## src/rtl/core/q248_pkg.sv

```systemverilog
// Shared constants for the Q24.8 fixed-point arithmetic unit.
`default_nettype none
package q248_pkg;
	localparam int WORD_W        = 32;
	localparam int DEF_FRAC_BITS = 8;

	localparam logic [3:0] OP_ADD      = 4'd0;
	localparam logic [3:0] OP_SUB      = 4'd1;
	localparam logic [3:0] OP_MUL      = 4'd2;
	localparam logic [3:0] OP_DIV      = 4'd3;
	localparam logic [3:0] OP_MIN      = 4'd4;
	localparam logic [3:0] OP_MAX      = 4'd5;
	localparam logic [3:0] OP_INC      = 4'd6;
	localparam logic [3:0] OP_DEC      = 4'd7;
	localparam logic [3:0] OP_FROM_INT = 4'd8;
	localparam logic [3:0] OP_FROM_FLT = 4'd9;
	localparam logic [3:0] OP_TO_INT   = 4'd10;
	localparam logic [3:0] OP_TO_FLT   = 4'd11;

	localparam logic [1:0] ERR_NONE  = 2'd0;
	localparam logic [1:0] ERR_DIV0  = 2'd1;
	localparam logic [1:0] ERR_FLOAT = 2'd2;
endpackage
`default_nettype wire

```

## src/rtl/core/q248_div_cell.sv

```systemverilog
// One restoring-division cell: produces one quotient bit per beat.
`default_nettype none
module q248_div_cell #(
	parameter int DVD_W = 40
) (
	input  wire logic                         clk,
	input  wire logic [q248_pkg::WORD_W-1:0]  prev_rem,
	input  wire logic [DVD_W-1:0]             prev_dvd,
	input  wire logic [q248_pkg::WORD_W-1:0]  prev_dsr,
	input  wire logic [q248_pkg::WORD_W-1:0]  prev_quo,
	output logic      [q248_pkg::WORD_W-1:0]  rem_q,
	output logic      [DVD_W-1:0]             dvd_q,
	output logic      [q248_pkg::WORD_W-1:0]  dsr_q,
	output logic      [q248_pkg::WORD_W-1:0]  quo_q
);
	localparam int W = q248_pkg::WORD_W;

	logic [W:0] trial;
	logic [W:0] diff;
	logic       take;

	// Bring down the next dividend bit and try to subtract the divisor.
	assign trial = {prev_rem, prev_dvd[DVD_W-1]};
	assign diff  = trial - {1'b0, prev_dsr};
	assign take  = trial >= {1'b0, prev_dsr};

	always_ff @(posedge clk) begin
		rem_q <= take ? diff[W-1:0] : trial[W-1:0];
		dvd_q <= {prev_dvd[DVD_W-2:0], 1'b0};
		dsr_q <= prev_dsr;
		quo_q <= {prev_quo[W-2:0], take};
	end
endmodule
`default_nettype wire

```

## config.mk

```make
export PLATFORM = sky130hd
export DESIGN_NAME = q248_div_cell
export DESIGN_NICKNAME = d
export VERILOG_FILES = /design/src/rtl/core/q248_pkg.sv /design/src/rtl/core/q248_div_cell.sv
export SDC_FILE = /design/constraint.sdc
export NUM_CORES = 1
export LEC_CHECK = 0
export BUFFER_PORTS_ARGS = -buffer_cell sky130_fd_sc_hd__buf_4
export CAP_MARGIN = 30
export CORE_MARGIN = 2
export CORE_UTILIZATION = 48
export DETAILED_ROUTE_END_ITERATION = 7
export PLACE_DENSITY_LB_ADDON = 0.3
export SLEW_MARGIN = 15
export SYNTH_ARGS = -nofsm -noshare
export SYNTH_HDL_FRONTEND = slang
export SYNTH_SLANG_ARGS = --single-unit
```

## constraint.sdc

```tcl
create_clock -name clk -period 5.4 [get_ports clk]
set_input_delay 1.08 -clock clk [delete_from_list [all_inputs] [get_ports clk]]
set_output_delay 1.08 -clock clk [all_outputs]
set_load 0.01 [all_outputs]
```

* Yosys cells after proc, flatten, opt, wreduce, memory -nomap -nowiden
Cells that the tools add are included.
** Storage, ports and cells
- Register bits :: 135
- Bits of input ports :: 137
- Output and inout port bits :: 136
- Word-level logic and storage cells :: 7
** Operators by class
- $add $sub $neg :: 1
- Order comparisons :: 1
- Multiplexer cells :: 1
** Operators with widths (number)
- greater-or-equal comparator 33 x 32 -> 1 bit :: 1
- two-way mux 32 bit :: 1
- subtractor 32 bit :: 1

* Logic depth before layout (Yosys ltp)
- Depth after elaboration :: 2
- Depth in mapped cells :: 13
- Mapped depth without buffers :: 11

* Least setup slack after synthesis
No wires, ideal clock.
- Path kind :: input to register
- From :: input port prev_dsr[23] (netlist bit)
- To :: register rem_q[14] (netlist bit)
- Library setup time :: 121 ps
- Data arrival time :: 3172 ps
- Data required time :: 5279 ps
- Setup slack :: 2107 ps
- Cell stages on the path :: 11
- Buffers on the path :: 2
- Cell sequence :: inv_1 -> ha_1 -> buf_6 -> and3_1 -> o21a_1 -> a311oi_2 -> o21ai_1 -> or3b_1 -> o21a_1 -> buf_6 -> mux2_4
** On the way
- Longest elaborated chain between the ends :: 2
** RTL lines
- start, declared :: RTL line q248_div_cell.sv:9 : input wire logic [q248_pkg::WORD_W-1:0] prev_dsr,
- greater-or-equal comparator 33 x 32 -> 1 bit :: RTL line q248_div_cell.sv:25 : assign take = trial >= {1'b0, prev_dsr};
- two-way mux 32 bit :: RTL line q248_div_cell.sv:28 : rem_q <= take ? diff[W-1:0] : trial[W-1:0];
- end signal, assigned :: RTL line q248_div_cell.sv:28
- end, declared :: RTL line q248_div_cell.sv:11 : output logic [q248_pkg::WORD_W-1:0] rem_q,
No other way between the ends.

* Final worst setup path
- From :: input port prev_dsr[2] (netlist bit)
- To :: register rem_q[14] (netlist bit)
** On the way
- Longest elaborated chain between the ends :: 2
- Elaborated cells between the ends (all ways) :: 3
- Classes of those cells :: 1 x add/sub; 1 x order compare; 1 x mux
** RTL lines (RTL line)
- subtractor 32 bit or greater-or-equal comparator 33 x 32 -> 1 bit (tied branches) :: q248_div_cell.sv:24, q248_div_cell.sv:25
- two-way mux 32 bit * :: q248_div_cell.sv:28
Mark *: on every way between the ends. The rest lies on a longest branch, timed or not.

==> flow_summary_export.csv <==
group,metric,value,unit
finish,finalNetCount,938,
synth,syn_area,5040,um2
timing,fmax,295,MHz
synth,synth-edff-count,0,
cts,cts_resized,0,
global_routing,grt_pass1_wl,22900,um
cts,h-tree-depth,4,
detailed_routing,wl_met1,5360,um
cts,clk_pin_slew,60,ps
worst_setup_path,setup.worst_path.start,"prev_dsr[2]",
synth,ys_types,50,
worst_setup_path,cp_max_fo,40,
detailed_routing,vias,4644,
worst_setup_path,crit_buf_inv,3,
timing,period_share,62.7,%
power_and_ir_drop,p_total,2900,uW
synth,synthArstFlopShare,0,%
detailed_routing,first_pass_iters,5,
timing,setup_viol,0,
floorplan,die_h,106,um
worst_setup_path,crit_cells,11,
power_and_ir_drop,ir_worst_vdd,0.230,mV
cts,numCtsBuffers,17,
cts,cts_tree,"done",
finish,drive_gt1_share,40.7,%
global_routing,grt_pass1_vias,4624,
detailed_routing,wl_met3,1250,um
cts,cts_root_buf,"clkbuf_8",
cts,clock_sinks,135,
cts,cts_setup_buffers,0,
global_routing,grt_usage,26.3,%
detailed_routing,drc_errors,0,
detailed_routing,wl_per_cell,16.4,um
floorplan,core_area,10300,um2
synth,ys_seq_elements,135,
place,place_congestion,0.855,
detailed_routing,met2WireLength,7780,um
timing,tns,0,ps
worst_setup_path,cp-start-kind,"primary input",
timing,rsz0062_at_grt,"false",
hold_path,hold_class,"in -> reg",
worst_setup_path,crit_type,"in -> reg",
power_and_ir_drop,power_density,374,nW/um2
floorplan,die_area,11300,um2
power_and_ir_drop,swShare,26.7,%
worst_setup_path,endpoint_kind,"flop",
power_and_ir_drop,p_clk_share,40.9,%
synth,synthTopCellsByArea,"dfxtp_1 54%, ha_1 7.9%, a21oi_1 5.4%",
worst_setup_path,crit_required,5810,ps
detailed_routing,highest_layer,"met4",
worst_setup_path,endpoint,"rem_q[14]",
synth,synth_top_area_share,53.6,%
detailed_routing,drtIter0Drc,195,
power_and_ir_drop,power_frac_seq,38.6,%
timing,worstMarginPinSlew,844,ps
synth,ys.flop_type,"dfxtp_1",
floorplan,ios,273,
place,io_buffer_count,270,
power_and_ir_drop,p_leak,0.00386,uW
synth,syn_area_per_cell,10.2,um2
run_status,status,"complete, no violations",
global_routing,globalRouteOverflowTotal,0,
global_routing,grt_max_degree,41,
synth,syn_inst,496,
synth,synth_top_area_cell,"dfxtp_1",
synth,synth.most_common_cell,"dfxtp_1",
timing,hold_violations,0,
worst_setup_path,crit_family,"compound AO/OA/AOI/OAI gates",
power_and_ir_drop,p_switching,774,uW
timing,min_period,3380,ps
power_and_ir_drop,comb_power_share,20.4,%
timing,drv_slew,0,
floorplan,die_x,106,um
cts,clock_path_buffers,2,
detailed_routing,vias_per_cell,5.06,
detailed_routing,finalWirelength,15000,um
finish,area_growth,53.9,%
worst_setup_path,cpPeakStageDelay,430,ps
power_and_ir_drop,internal_power,2130,uW
synth,synth_common_cells,"135 x dfxtp_1, 54 x a21oi_1, 46 x inv_1, 37 x nor2_1, 32 x ha_1",
synth,yosysWarningCount,0,
synth,syn_nets,666,
worst_setup_path,cp.arrival,3800,ps
floorplan,num_rows,37,
timing,slew_headroom,43.6,%
finish,num_antenna_cells,0,
worst_setup_path,slowest_stage,"o21a_2",
global_routing,grt_antenna_before_repair,0,
synth,seq_area_frac_synth,53.6,%
floorplan,initial_utilization,49.1,%
cts,cts_hold_buf,0,
flow_run,cap_viol_max_count,0,
worst_setup_path,worstPathCellList,"buf_4, inv_1, ha_1, o21ai_0, a21oi_1, a2111oi_0, nor2_1, a21o_1, o21a_2, buf_12, mux2_4",
detailed_routing,postRouteAntennaNets,0,
place,hpwl,11300,um
[routing by layer]
| layer | vias to the layer above | global-route usage [%] |
|---|---|---|
| met4 | 0 | 13.5 |
| met3 | 51 | 9.44 |
| met2 | 254 | 46.5 |
| met1 | 2100 | 27.2 |
| li1 | 2239 | - |
| met5 | - | 0 |
[layout make-up]
cell class | instances | area, um2
Timing Repair Buffer | 271 | 2050
Fill cell | 730 | 2520
Inverter | 46 | 173
Clock inverter | 14 | 191
Tap cell | 136 | 170
Clock buffer | 18 | 428
Sequential cell | 135 | 2700
Multi-Input combinational cell | 297 | 2050
[cells by family (layout without fill, tap and decap cells)]
logic type | Yosys count | count (layout) | synth area share (%)
flops | 135 | 135 | 53.6
simple gates | 107 | 107 | 10.4
mux | 10 | 10 | 2.78
xor+xnor | 26 | 26 | 4.52
buf+inv | 64 | 349 | 5.78
compound gates | 120 | 120 | 14.5
other cells | 1 | 1 | 0.0744
fa+ha+maj | 33 | 33 | 8.34
[worst min path at each step]
stage | cells past startpoint | endpoint | startpoint | slack [ps]
after floorplan | 0 | dsr_q[0] | prev_dsr[0] | 1110
after global placement | 1 | dvd_q[20] | prev_dvd[19] | 1180
after detailed placement | 1 | dvd_q[35] | prev_dvd[34] | 1190
after CTS | 1 | dvd_q[1] | prev_dvd[0] | 640
after global routing | 1 | quo_q[18] | prev_quo[17] | 630
final | 1 | quo_q[17] | prev_quo[16] | 660
[flip-flops by register name (all words and copies together) (netlist names)]
| signal | count |
|---|---|
| dsr_q | 32 |
| dvd_q | 39 |
| quo_q | 32 |
| rem_q | 32 |
[layout by cell type (no fill, tap or decap), types with 2 or more instances in the layout]
master / netlist / routed
buf_4: 2 / 270
dfxtp_1: 135 / 135
a21oi_1: 54 / 54
inv_1: 46 / 46
nor2_1: 37 / 37
ha_1: 32 / 32
nand2_1: 24 / 24
o21ai_0: 17 / 17
xnor2_1: 16 / 16
clkbuf_16: 0 / 16
xor2_1: 10 / 10
nand3_1: 8 / 8
nand4_1: 8 / 8
a21o_1: 8 / 8
mux2_4: 8 / 8
nand2b_1: 7 / 7
o31ai_1: 7 / 7
o21a_1: 6 / 5
o21bai_1: 5 / 5
o21ai_1: 4 / 4
inv_6: 0 / 4
a2111oi_0: 3 / 3
and2_1: 3 / 3
nor3_1: 3 / 3
a211oi_1: 3 / 3
bufinv_16: 0 / 3
clkinv_4: 0 / 3
and3_1: 2 / 2
nor4b_1: 2 / 2
a31oi_1: 2 / 2
nor2b_1: 2 / 2
a31o_2: 2 / 2
or2_2: 2 / 2
or3_1: 2 / 2
o211ai_1: 2 / 2
mux2i_1: 2 / 2
nand4b_1: 2 / 2
clkbuf_8: 0 / 2
[power groups by stage]
stage | Sequential (uW) | Clock (uW) | Combinational, uW
2_1_floorplan | 1190 | 0 | 257
3_3_place_gp | 1140 | 0 | 574
3_5_place_dp | 1140 | 0 | 587
4_1_cts | 1120 | 1210 | 595
5_1_grt | 1130 | 1250 | 643
6_report | 1120 | 1190 | 593
[metrics by stage]
stage	cells	worst slack (ps)	hold WS, ps	utilization, %	instance area [um2]
6_report	917	2020	656	75.5	7760
5_1_grt	917	1770	632	75.5	7760
4_1_cts	917	2070	640	75.5	7760
3_5_place_dp	885	1560	1190	69.5	7140
3_3_place_gp	885	1560	1180	69.5	7140
2_1_floorplan	496	2110	1110	-	5040
Power figures use the tool's default switching activity.
